## src/sv/sdra_pkg.sv

```systemverilog
// Package for the density-rate accumulator: types, codes and arithmetic helpers.
package sdra_pkg;

   localparam int MaxParticles  = 1024;
   localparam int MaxDimensions = 3;

   typedef enum logic [1:0] {
      KIND_LOAD = 2'd0,
      KIND_PAIR = 2'd1,
      KIND_READ = 2'd2,
      KIND_NONE = 2'd3
   } kind_type;

   localparam logic CSR_DIMENSIONS = 1'b0;
   localparam logic CSR_SLIP_MODE  = 1'b1;

   localparam logic [11:0] TYPE_FLUID_A = 12'd1;
   localparam logic [11:0] TYPE_FLUID_B = 12'd8;
   localparam logic [11:0] TYPE_GHOST   = 12'd1000;
   localparam logic [11:0] WALL_X0 = 12'd110;
   localparam logic [11:0] WALL_X1 = 12'd111;
   localparam logic [11:0] WALL_GX0 = 12'd1110;
   localparam logic [11:0] WALL_GX1 = 12'd1111;
   localparam logic [11:0] WALL_Y0 = 12'd220;
   localparam logic [11:0] WALL_Y1 = 12'd221;
   localparam logic [11:0] WALL_GY0 = 12'd2220;
   localparam logic [11:0] WALL_GY1 = 12'd2221;

   localparam logic signed [47:0] ACC_MAX = 48'sh7FFF_FFFF_FFFF;
   localparam logic signed [47:0] ACC_MIN = 48'sh8000_0000_0000;
   localparam logic signed [49:0] TERM_LIM = 50'sd281474976710656;

   // Commands from the controller to the datapath
   typedef struct packed {
      logic rd_a;       // read particle A stores
      logic rd_b;       // read particle B stores
      logic dot_clr;
      logic dot_step;   // accumulate one velocity component
      logic dot_done;   // clamp the dot product
      logic div_start;
      logic acc_a;      // write A's accumulator
      logic acc_b;      // write B's accumulator
      logic rd_mul;     // form the read product
      logic rsp_load;
      logic [1:0] comp;
      logic ghost;
   } cmd_type;

   // Status back to the controller
   typedef struct packed {
      logic fluid_a;
      logic fluid_b;
      logic ghost_b;
      logic wall_x;
      logic wall_y;
      logic wall_ghost;
      logic div_busy;
   } sts_type;

   function automatic logic is_fluid(input logic [11:0] t);
      return (t == TYPE_FLUID_A) || (t == TYPE_FLUID_B);
   endfunction

endpackage

```

## src/sv/sdra_ctrl.sv

```systemverilog
// Controller: sequences loads, pairs and reads over the datapath.
module sdra_ctrl #(
   parameter int MAX_PARTICLES  = sdra_pkg::MaxParticles,
   parameter int MAX_DIMENSIONS = sdra_pkg::MaxDimensions
) (
   input  logic              clock,
   input  logic              reset,
   input  logic              req_valid,
   output logic              req_ready,
   input  logic [1:0]        req_kind,
   input  logic [9:0]        req_index_a,
   input  logic [9:0]        req_index_b,
   input  logic [1:0]        dimensions,
   input  logic              slip_mode,
   input  sdra_pkg::sts_type sts,
   output sdra_pkg::cmd_type cmd,
   output logic              load_we,
   output logic              rsp_valid,
   input  logic              rsp_ready
);
   typedef enum logic [12:0] {
      ST_IDLE  = 13'b0000000000001,
      ST_READ  = 13'b0000000000010,
      ST_DECIDE= 13'b0000000000100,
      ST_FETCH = 13'b0000000001000,
      ST_STEP  = 13'b0000000010000,
      ST_DOT   = 13'b0000000100000,
      ST_MULA  = 13'b0000001000000,
      ST_DIVA  = 13'b0000010000000,
      ST_ACCA  = 13'b0000100000000,
      ST_MULB  = 13'b0001000000000,
      ST_DIVB  = 13'b0010000000000,
      ST_ACCB  = 13'b0100000000000,
      ST_RDOUT = 13'b1000000000000
   } state_type;

   state_type state_ff, state_in;
   logic [1:0] comp_ff, comp_in, last_ff, last_in;
   logic       ghost_ff, ghost_in, oob_ff, oob_in;
   logic       rsp_valid_ff, rsp_valid_in;
   logic [1:0] dimn;
   logic       oob_a, oob_b;

   assign oob_a = 32'(req_index_a) >= MAX_PARTICLES;
   assign oob_b = 32'(req_index_b) >= MAX_PARTICLES;
   assign dimn  = (dimensions == 2'd0) ? 2'd1 :
                  (32'(dimensions) > MAX_DIMENSIONS) ? 2'(MAX_DIMENSIONS) : dimensions;

   // Ready whenever idle; a held response only stalls a later read in its output state
   assign req_ready = (state_ff == ST_IDLE);
   assign rsp_valid = rsp_valid_ff;

   always_comb begin
      state_in = state_ff; comp_in = comp_ff; last_in = last_ff;
      ghost_in = ghost_ff; oob_in = oob_ff;
      rsp_valid_in = rsp_valid_ff && !rsp_ready;
      cmd = '0; load_we = 1'b0;
      cmd.comp  = comp_ff;
      cmd.ghost = ghost_ff;
      case (state_ff)
         ST_IDLE: begin
            if (req_valid && req_ready) begin
               case (req_kind)
                  sdra_pkg::KIND_LOAD: load_we = !oob_a;
                  sdra_pkg::KIND_PAIR: if (!oob_a && !oob_b) begin
                     cmd.rd_a = 1'b1; cmd.rd_b = 1'b1; state_in = ST_DECIDE;
                  end
                  sdra_pkg::KIND_READ: begin
                     cmd.rd_a = 1'b1; oob_in = oob_a; state_in = ST_READ;
                  end
                  default: ;
               endcase
            end
         end
         ST_READ: begin
            cmd.rd_mul = 1'b1; state_in = ST_RDOUT;
         end
         ST_RDOUT: begin
            if (!rsp_valid_ff || rsp_ready) begin
               cmd.ghost = oob_ff; cmd.rsp_load = 1'b1; rsp_valid_in = 1'b1;
               state_in = ST_IDLE;
            end
         end
         ST_DECIDE: begin
            cmd.dot_clr = 1'b1;
            if (!sts.fluid_a) begin
               state_in = ST_IDLE;
            end else if (!slip_mode || sts.fluid_b) begin
               comp_in = 2'd0; last_in = dimn - 2'd1; ghost_in = sts.ghost_b;
               state_in = ST_FETCH;
            end else if (sts.wall_x || (sts.wall_y && MAX_DIMENSIONS > 1)) begin
               comp_in = sts.wall_x ? 2'd0 : 2'd1; last_in = comp_in;
               ghost_in = sts.wall_ghost; state_in = ST_FETCH;
            end else begin
               state_in = ST_DOT;
            end
         end
         ST_FETCH: state_in = ST_STEP;
         ST_STEP: begin
            cmd.dot_step = 1'b1;
            if (comp_ff == last_ff) state_in = ST_DOT;
            else begin comp_in = comp_ff + 2'd1; state_in = ST_FETCH; end
         end
         ST_DOT: begin
            cmd.dot_done = 1'b1; state_in = ST_MULA;
         end
         ST_MULA: begin
            cmd.comp = 2'd0; state_in = ST_DIVA;
         end
         ST_DIVA: begin
            cmd.comp = 2'd0; cmd.div_start = 1'b1; state_in = ST_ACCA;
         end
         ST_ACCA: begin
            cmd.comp = 2'd0;
            if (!sts.div_busy) begin
               cmd.acc_a = 1'b1;
               state_in = sts.fluid_b ? ST_MULB : ST_IDLE;
            end
         end
         ST_MULB: begin
            cmd.comp = 2'd1; state_in = ST_DIVB;
         end
         ST_DIVB: begin
            cmd.comp = 2'd1; cmd.div_start = 1'b1; state_in = ST_ACCB;
         end
         ST_ACCB: begin
            cmd.comp = 2'd1;
            if (!sts.div_busy) begin
               cmd.acc_b = 1'b1; state_in = ST_IDLE;
            end
         end
         default: state_in = ST_IDLE;
      endcase
   end

   always_ff @(posedge clock) begin
      if (reset) begin
         state_ff <= ST_IDLE; rsp_valid_ff <= 1'b0;
         comp_ff <= '0; last_ff <= '0; ghost_ff <= 1'b0;
         oob_ff <= 1'b0;
      end else begin
         state_ff <= state_in; rsp_valid_ff <= rsp_valid_in;
         comp_ff <= comp_in; last_ff <= last_in; ghost_ff <= ghost_in;
         oob_ff <= oob_in;
      end
   end

   // The divider never runs while the accumulator is written
   a_no_acc_busy: assert property (@(posedge clock) disable iff (reset)
      (cmd.acc_a || cmd.acc_b) |-> !sts.div_busy) else $error("accumulate while dividing");
   // A response is raised only from the read output state
   a_rsp_from_read: assert property (@(posedge clock) disable iff (reset)
      $rose(rsp_valid_ff) |-> $past(state_ff) == ST_RDOUT) else $error("stray response");
   // A held response is never overwritten
   a_no_overwrite: assert property (@(posedge clock) disable iff (reset)
      (rsp_valid_ff && !rsp_ready) |-> !cmd.rsp_load) else $error("response overwritten");
endmodule

```

## config.mk

```make
export PLATFORM = sky130hd
export DESIGN_NAME = sdra_ctrl
export DESIGN_NICKNAME = d
export VERILOG_FILES = /design/src/sv/sdra_pkg.sv /design/src/sv/sdra_ctrl.sv
export SDC_FILE = /design/constraint.sdc
export NUM_CORES = 1
export LEC_CHECK = 0
export ABC_AREA = 1
export BUFFER_PORTS_ARGS = -buffer_cell sky130_fd_sc_hd__buf_2
export CAP_MARGIN = 25
export CELL_PAD_IN_SITES_DETAIL_PLACEMENT = 1
export CELL_PAD_IN_SITES_GLOBAL_PLACEMENT = 1
export CORE_ASPECT_RATIO = 2
export CORE_UTILIZATION = 36
export CTS_CLUSTER_SIZE = 28
export DETAILED_ROUTE_END_ITERATION = 16
export HOLD_SLACK_MARGIN = 0.05
export PLACE_DENSITY = 0.95
export SYNTH_ARGS = -nofsm -noshare
export SYNTH_HDL_FRONTEND = slang
export SYNTH_SLANG_ARGS = --single-unit
```

## constraint.sdc

```tcl
create_clock -name clock -period 2 [get_ports clock]
set_input_delay 0 -clock clock [delete_from_list [all_inputs] [get_ports clock]]
set_output_delay 0 -clock clock [all_outputs]
set_load 0.05 [all_outputs]
```

==> results of run 1 <==
## worst min-delay path: stages
cell     delay (ns)
buf_2          0.10
nand2_1        0.13
nor3_1         0.06
## area by class of cell
class	count	area (um^2)
fillers	537	1980
multi-input cells	156	852
flip-flops and latches	19	383
repair buffers	36	205
inverters	42	158
well taps	49	61.3
clock buffers	4	45.0
## cells in the mapped netlist, drive strengths merged
library cell,number,share of area (%)
o22ai,1,0.44
nor3b,3,2.7
buf,2,1.6
nor4,1,0.88
o211ai,1,0.53
a21oi,7,2.5
clkbuf,1,0.26
nor2,49,17
inv,42,11
dfxtp,19,27
nand3,11,4.6
xnor2,1,0.62
o21ai,6,2.1
ha,3,2.7
a31oi,1,0.44
nand4,9,5.0
nand3b,1,0.53
nand2,54,16
mux2,1,0.79
nor3,7,2.8
## stage by stage
step                      cell area (um^2)  hold WS [ns]  instances
after detailed placement              1610         0.302        298
after global routing                  1700        0.0869        306
after floorplan                       1420        0.0695        220
after global placement                1610         0.292        298
after CTS                             1700        0.0630        306
final                                 1700        0.0703        306
## layer usage
layer / up-vias / wire length (um) / GRT usage, %
met1: 707 / 1620 / 24.4
li1: 759 / - / -
met5: - / 0 / 0
met2: 22 / 2400 / 40.0
met3: 11 / 66 / 2.60
met4: 0 / 145 / 12.5
## worst max-delay path by stage
stage / from / to / slack (ns) / cells after the start
finish: state_ff[4] / cmd[1] / 0.13 / 9
global route: state_ff[4] / cmd[2] / 0.003 / 9
CTS: state_ff[5] / cmd[1] / 0.04 / 9
detailed placement: state_ff[6] / state_ff[11] / 0.30 / 8
global placement: state_ff[6] / state_ff[11] / 0.36 / 8
floorplan: state_ff[0] / cmd[0] / 0.05 / 6
## state kept, by name (all words and copies together), names as in the netlist
| name | count |
|---|---|
| comp_ff | 2 |
| ghost_ff | 1 |
| last_ff | 2 |
| rsp_valid | 1 |
| state_ff | 13 |
## power groups by stage
stage / registers, mW / logic [mW] / clock network, mW
final: 0.458 / 0.925 / 0.280
after global placement: 0.463 / 0.878 / 0
after global routing: 0.464 / 1.02 / 0.304
after CTS: 0.456 / 0.923 / 0.290
after floorplan: 0.464 / 0.754 / 0
after detailed placement: 0.465 / 0.910 / 0
## logic make-up after synthesis
family / share of synthesized area, %
and+or+nand+nor: 50.1
buffers and inverters: 13.0
DFF: 26.9
AOI/OAI and AO/OA: 6.01
adders and majority gates: 2.65
xor gates and xnor gates: 0.618
muxes: 0.795
## timing repair
action,4_1_cts,5_1_grt
gates resized for setup,0,4
hold buffers,4,0
hold endpoints to repair,3,0
endpoints found under the setup margin,0,2
==> impl_metrics.py, run 1 <==
metrics = {
    "finish": {
        "num_antenna_cells": 0,
        "fin_nets": 297,
        "layout_common_cells": "nand2_1 (48), nor2_1 (39), inv_1 (38)",
        "mostFrequentLayoutCell": "nand2_1",
        "utilization_pct": 46.2,
        "syn_to_final_growth_pct": 20.3,
        "final_layout_size_suffix_gt1_share_pct": 25.7,
    },
    "worst_setup_path": {
        "cp.arrival_ns": 1.87,
        "path_class": "flip-flop to primary output",
        "critical_path.slowest_cell": "dfxtp_1",
        "cp_max_fo": 6,
        "crit_chain": "nor2_4 > nand2_4 > nor2_8 > nand2_1 > nand2_1 > nor2_1 > nand4_1 > o21ai_1 > buf_4",
        "cpMostUsedCell": "nand2_1",
        "worstPathRequired_ns": 2.00,
        "r2r_setup_slack_ns": 0.27,
        "end_kind": "primary output",
        "critical_path_buf_inv_count": 1,
        "r2r_cells": 8,
        "start_kind": "flip-flop",
        "reg2reg_from": "state_ff[6]",
        "critical_path.max_stage_delay_ns": 0.42,
        "cpLargestDelayFamily": "simple AND/OR/NAND/NOR gates",
        "rr_endpoint": "state_ff[11]",
    },
    "power_and_ir_drop": {
        "p_comb_share_pct": 55.6,
        "power_frac_clock_pct": 16.9,
        "p_sw_share_pct": 50.5,
        "power.internal_uw": 824,
        "p_total_mw": 1.66,
        "pwr-share-seq_pct": 27.6,
        "irDropWorstVdd_mv": 0.404,
        "switchingPower_uw": 839,
        "p_leak_nw": 0.869,
        "power_density_nw_per_um2": 976,
    },
    "global_route": {
        "antenna_found_initial": 0,
        "grt_pass1_vias": 1603,
        "grt_usage_pct": 22.9,
        "grt_pass1_wl_mm": 7.22,
        "overflow": 0,
        "grt_max_degree": 17,
    },
    "cts": {
        "cts_tree": "yes",
        "clkSinkCount": 19,
        "clkLatencyLatePin_ns": 0.26,
        "cts_made_buffers": 3,
        "cts.clk_slew.worst_paths_ns": 0.07,
        "clockBufferDepth": 2,
        "post_cts_buffers": 0,
        "cts-root-buf": "clkbuf_8",
        "h-tree-depth": 1,
    },
    "floorplanning": {
        "core_um2": 3680,
        "start_util_pct": 38.4,
        "die_w_um": 46.4,
        "ios": 52,
        "fp.dieH_um": 90.7,
        "fp.dieArea_um2": 4200,
        "fp-row-count": 31,
    },
    "sta": {
        "fin_setup_tns_ns": 0,
        "period_share_pct": 93.4,
        "finalHoldViolCount": 0,
        "period_needed_ns": 1.87,
        "timing.final.ws_setup_ns": 0.132,
        "skew_ns": 0.00279,
        "setup-violations-final": 0,
        "slew_viol_final": 0,
        "clock.fmax_mhz": 535,
        "slew_headroom_pct": 78.2,
        "worstMarginPinSlew_ns": 0.327,
        "rsz0062_at_grt": "no",
    },
    "placement": {
        "port_buffers": 31,
        "pre_cts_slack_ns": 0.298,
        "globalplace.congestion": 0.854,
        "place_hpwl_mm": 3.27,
    },
    "drt": {
        "route.vias.total": 1499,
        "wl_per_cell_um": 13.8,
        "drt_pass1_iterations": 4,
        "avgViaCountPerCell": 4.90,
        "drc": 0,
        "routed_wl_mm": 4.23,
        "ant_nets": 0,
        "initialDrtViolationCount": 19,
    },
    "worst_hold_path": {
        "min_path_type": "primary input to flip-flop",
        "min_from": "req_valid",
        "hold_depth": 3,
        "worstHoldEndpoint": "state_ff[1]",
    },
    "job": {
        "cap_viol_max_count": 0,
    },
    "synthesis": {
        "synth_area_um2": 1420,
        "ys_types": 31,
        "synth_nets": 259,
        "ys_seq_area_share_pct": 26.9,
        "ys_warn_count": 0,
        "avgSynthCellArea_um2": 6.44,
        "syn_inst": 220,
        "synth-seq-cells": 19,
    },
    "run_status": {
        "status": "complete, no violations",
    },
}
Power figures use the tool's default switching activity.
==> run 2: changes to the inputs <==
==> constraint.sdc (replaced) <==
create_clock -name clock -period 2 [get_ports clock]
set_input_delay 0 -clock clock [delete_from_list [all_inputs] [get_ports clock]]
set_output_delay 0 -clock clock [all_outputs]
set_load 0.1 [all_outputs]
==> run 2 against run 1 <==
Combinational power grew 34%; count of clock-buffer cells in the layout is the same; die area is the same; maximum frequency shrank 4.1%; register-to-register slack lost 0.03 ns; hold slack gained 0.011 ns; core utilization grew 4.4 points; non-clock buffer count grew 3; sequential share of layout area shrank 1.9 points; clock skew shrank 0.0019 ns; routed wire length grew 12%; first-iteration DRC count grew 63%; largest power group unchanged.
==> impl_metrics.py, run 2 (same netlist as run 1, synthesis figures left out) <==
metrics = {
    "drt": {
        "ant_nets": 0,
        "avgViaCountPerCell": 5.07,
        "initialDrtViolationCount": 31,
        "route.vias.total": 1571,
        "routed_wl_mm": 4.76,
        "wl_met3_um": 76,
        "wl_per_cell_um": 15.3,
        "drc": 0,
        "top_layer": "met4",
        "drt_pass1_iterations": 4,
        "wirelength_met1_mm": 1.72,
        "wl_met2_mm": 2.76,
    },
    "cts": {
        "h-tree-depth": 1,
        "clkSinkCount": 19,
        "cts_made_buffers": 3,
        "clkLatencyLatePin_ns": 0.26,
        "clockBufferDepth": 2,
        "cts-root-buf": "clkbuf_8",
        "cts_tree": "yes",
        "cts.clk_slew.worst_paths_ns": 0.07,
    },
    "sta": {
        "fin_setup_tns_ns": 0,
        "period_needed_ns": 1.95,
        "setup-violations-final": 0,
        "finalHoldViolCount": 0,
        "period_share_pct": 97.4,
        "slew_headroom_pct": 66.6,
        "worstMarginPinSlew_ns": 0.505,
        "timing.final.ws_setup_ns": 0.0521,
        "skew_ns": 0.000928,
        "clock.fmax_mhz": 513,
        "slew_viol_final": 0,
    },
    "finish": {
        "layout_common_cells": "nand2_1 (47), inv_1 (38), nor2_1 (30)",
        "mostFrequentLayoutCell": "nand2_1",
        "largestRegisters": "state_ff x13, comp_ff x2, last_ff x2",
        "num_antenna_cells": 0,
        "largest-register": "state_ff",
        "final_cells": 310,
        "fin_nets": 301,
        "final_layout_size_suffix_gt1_share_pct": 31.4,
        "syn_to_final_growth_pct": 31.9,
        "largest_register_ffs": 13,
    },
    "floorplanning": {
        "fp-row-count": 31,
        "core_um2": 3680,
        "fp.dieH_um": 90.7,
        "ios": 52,
        "fp.dieArea_um2": 4200,
        "die_w_um": 46.4,
        "start_util_pct": 38.4,
    },
    "worst_hold_path": {
        "min_path_type": "primary input to flip-flop",
        "min_from": "dimensions[1]",
        "hold_depth": 3,
        "worstHoldEndpoint": "last_ff[0]",
    },
    "placement": {
        "port_buffers": 31,
        "globalplace.congestion": 0.893,
        "place_hpwl_mm": 3.42,
        "placed_cells": 298,
        "pre_cts_slack_ns": 0.272,
    },
    "power_and_ir_drop": {
        "irDropWorstVdd_mv": 0.734,
        "power_density_nw_per_um2": 1060,
        "p_leak_nw": 0.904,
        "p_total_mw": 1.98,
    },
    "worst_setup_path": {
        "r2r_setup_slack_ns": 0.24,
        "end_kind": "primary output",
        "rr_endpoint": "state_ff[8]",
        "r2r_cells": 8,
        "critical_path.slowest_cell": "buf_2",
        "cp.arrival_ns": 1.95,
        "path_class": "flip-flop to primary output",
        "critical_path_buf_inv_count": 3,
        "start_kind": "flip-flop",
        "reg2reg_from": "state_ff[10]",
        "cpMostUsedCell": "nor2_2",
        "crit_chain": "nor2_2 > nand2_2 > nor2_2 > buf_4 > nand2_1 > inv_1 > buf_2",
        "critical_path.max_stage_delay_ns": 0.43,
        "worstPathRequired_ns": 2.00,
        "cpLargestDelayFamily": "buffers and inverters",
        "cp_max_fo": 5,
    },
    "global_route": {
        "grt_pass1_vias": 1704,
        "grt_pass1_wl_mm": 7.69,
        "overflow": 0,
        "antenna_found_initial": 0,
        "grt_usage_pct": 24.8,
        "grt_max_degree": 17,
    },
    "run_status": {
        "status": "complete, no violations",
    },
    "job": {
        "cap_viol_max_count": 0,
    },
}
[run 2: cell types whose count changed in the layout (fill, tap and decap cells not counted), sizes merged]
| cell | change |
|---|---|
| buf | +3 |
| nor2 | +1 |
[run 2: power by group]
group          leakage [nW]  switching [mW]  internal, mW
Clock                0.0228           0.136         0.142
Combinational         0.726           0.886         0.352
Sequential            0.155          0.0421         0.421
Total                 0.904            1.06         0.915
[run 2: final cells by class]
class	instances	area, um^2
clock buffer	4	45.0
fill	506	1820
inverter	42	160
multi-input combinational	157	902
sequential	19	384
tap	49	61.3
timing repair buffer	39	315
[run 2: stage by stage]
stage	cell area (um^2)	hold WS [ns]	utilization, %
floorplan	1460	0.0695	-
global placement	1750	0.292	47.4
detailed placement	1750	0.294	47.4
CTS	1830	0.0781	49.7
global route	1870	0.118	50.7
finish	1870	0.0814	50.7
[run 2: worst max-delay path by stage]
stage / to / depth (start not counted) / slack [ns] / from
final: cmd[4] / 7 / 0.05 / state_ff[10]
after global routing: cmd[4] / 7 / -0.04 / state_ff[10]
after CTS: cmd[1] / 9 / 0.02 / state_ff[5]
after detailed placement: state_ff[11] / 8 / 0.27 / state_ff[12]
after global placement: cmd[11] / 8 / 0.34 / state_ff[12]
after floorplan: cmd[0] / 4 / -0.32 / rsp_valid
[run 2: what timing repair did]
item / in CTS / in global routing
setup buffers: 0 / 3
hold endpoints to repair: 3 / 0
setup endpoints to repair: 0 / 7
hold buffers: 4 / 0
gates resized for setup: 0 / 5
[run 2: per-layer routing]
layer	GRT usage, %	vias to the layer above
met4	13.0	0
met3	2.20	17
li1	-	776
met5	0	-
met2	45.4	30
met1	24.6	748
[run 2: worst reg2reg max path, stage by stage, from the launching register on]
cell     delay (ns)
dfxtp_1        0.34
nor2_2         0.17
nand2_2        0.15
nor2_2         0.28
nand4_1        0.22
nand4_4        0.29
nand2_1        0.10
nand2_1        0.07
nor2_1         0.04
==> run 3: changes to the inputs <==
CTS_CLUSTER_DIAMETER = 30   (was unset)
PLACE_DENSITY = unset   (was 0.95)
PLACE_DENSITY_LB_ADDON = 0.25   (was unset)
==> run 3 against run 2 <==
Die area unchanged; routed wire length decreased by 15%; sequential cell count unchanged; critical path depth increased by 2; maximum frequency increased by 1.5%; non-clock buffer count unchanged; via count decreased by 3.4%; design area decreased by 0.33%; cell count unchanged; combinational power decreased by 3%; hold slack improved by 0.0026 ns; count of clock-buffer cells in the layout unchanged; critical path type unchanged; largest cell class unchanged.
==> impl_metrics.py, run 3 (same netlist as run 1, synthesis figures left out) <==
metrics = {
    "drt": {
        "routed_wl_mm": 4.03,
        "avgViaCountPerCell": 4.90,
        "initialDrtViolationCount": 14,
        "wl_per_cell_um": 13.0,
        "route.vias.total": 1518,
        "drc": 0,
        "ant_nets": 0,
        "drt_pass1_iterations": 3,
    },
    "job": {
        "cap_viol_max_count": 0,
    },
    "worst_hold_path": {
        "min_from": "dimensions[1]",
        "hold_depth": 3,
        "worstHoldEndpoint": "last_ff[0]",
        "min_path_type": "primary input to flip-flop",
    },
    "floorplanning": {
        "fp.dieH_um": 90.7,
        "ios": 52,
        "die_w_um": 46.4,
        "start_util_pct": 38.4,
        "fp-row-count": 31,
        "core_um2": 3680,
        "fp.dieArea_um2": 4200,
    },
    "finish": {
        "largestRegisters": "state_ff x13, comp_ff x2, last_ff x2",
        "final_layout_size_suffix_gt1_share_pct": 30.3,
        "multiInputGateArea_um2": 897,
        "final_area_um2": 1860,
        "syn_to_final_growth_pct": 31.4,
        "fin_nets": 301,
        "num_antenna_cells": 0,
        "utilization_pct": 50.5,
        "layout_common_cells": "nand2_1 (48), inv_1 (38), nor2_1 (31)",
        "largest_register_ffs": 13,
        "seqCellArea_um2": 383,
        "n_fill_cell": 521,
        "largest-register": "state_ff",
        "mostFrequentLayoutCell": "nand2_1",
    },
    "placement": {
        "pre_cts_slack_ns": 0.249,
        "placed_area_um2": 1750,
        "place_hpwl_mm": 3.26,
        "globalplace.congestion": 0.861,
        "port_buffers": 31,
    },
    "sta": {
        "timing.final.ws_setup_ns": 0.0802,
        "slew_headroom_pct": 67.3,
        "setup-violations-final": 0,
        "clock.fmax_mhz": 521,
        "rsz0062_at_grt": "yes",
        "period_needed_ns": 1.92,
        "worstMarginPinSlew_ns": 0.494,
        "fin_setup_tns_ns": 0,
        "skew_ns": 0.00230,
        "finalHoldViolCount": 0,
        "slew_viol_final": 0,
        "holdWs_ns": 0.0840,
        "period_share_pct": 96.0,
    },
    "cts": {
        "h-tree-depth": 1,
        "cts_made_buffers": 3,
        "cts.clk_slew.worst_paths_ns": 0.07,
        "cts_tree": "yes",
        "cts-root-buf": "clkbuf_8",
        "clockBufferDepth": 2,
        "clkSinkCount": 19,
        "clkLatencyLatePin_ns": 0.26,
    },
    "worst_setup_path": {
        "worstPathRequired_ns": 2.00,
        "reg2reg_from": "state_ff[10]",
        "cp-startpoint": "state_ff[4]",
        "start_kind": "flip-flop",
        "r2r_setup_slack_ns": 0.26,
        "r2r_cells": 9,
        "cp_max_fo": 6,
        "end_kind": "primary output",
        "cp.arrival_ns": 1.92,
        "rr_endpoint": "state_ff[0]",
        "path_class": "flip-flop to primary output",
    },
    "power_and_ir_drop": {
        "irDropWorstVdd_mv": 1.14,
        "p_leak_nw": 0.902,
        "power_density_nw_per_um2": 1040,
    },
    "global_route": {
        "grt_usage_pct": 20.2,
        "overflow": 0,
        "grt_pass1_wl_mm": 6.33,
        "grt_max_degree": 17,
        "antenna_found_initial": 0,
        "grt_pass1_vias": 1514,
    },
    "run_status": {
        "status": "complete, no violations",
    },
}
[run 3: per-layer routing]
layer | vias up | track usage (%) | share of wire (%)
met5 | - | 0 | 0
met4 | 0 | 9.80 | 3.0
met3 | 9 | 2.00 | 0.84
met2 | 16 | 39.1 | 61
met1 | 723 | 18.3 | 35
li1 | 770 | - | -
[run 3: worst max path at each step]
stage / slack, ns / end / cells past startpoint
3_3_place_gp: 0.29 / last_ff[1] / 9
4_1_cts: 0.02 / cmd[11] / 8
2_1_floorplan: -0.32 / cmd[0] / 4
3_5_place_dp: 0.25 / last_ff[0] / 9
5_1_grt: -0.02 / cmd[1] / 9
6_report: 0.08 / cmd[1] / 9
[run 3: layout make-up]
| type | count | area share (%) |
|---|---|---|
| repair buffers | 39 | 16.9 |
| flip-flops and latches | 19 | 20.6 |
| multi-input cells | 157 | 48.2 |
| inverters | 42 | 8.60 |
| clock buffers | 4 | 2.42 |
| well taps | 49 | 3.29 |
[run 3: through the flow]
step                      cells  total power [mW]
after CTS                   306              1.89
after global routing        310              2.06
final                       310              1.94
after global placement      298              1.57
after floorplan             220              1.40
after detailed placement    298              1.60
[run 3: timing repair]
action / 4_1_cts / 5_1_grt
resized for setup: 0 / 2
endpoints found under the setup margin: 0 / 6
hold buffers: 4 / 0
setup buffers: 0 / 3
endpoints found under the hold margin: 3 / 0
[run 3: report_power, final]
group / switching [mW] / internal, mW / total [mW]
registers: 0.0390 / 0.420 / 0.459
logic: 0.850 / 0.349 / 1.20
clock network: 0.136 / 0.142 / 0.278
[run 3: critical path, cell delays in order (launching register included)]
cell and delay [ns]:
dfxtp_1 0.41, nor2_4 0.08, nand2_4 0.14, nor2_8 0.06, nand2_1 0.11, nand2_1 0.07, nor2_1 0.17, nand4_1 0.20
o21ai_2 0.22, buf_12 0.20
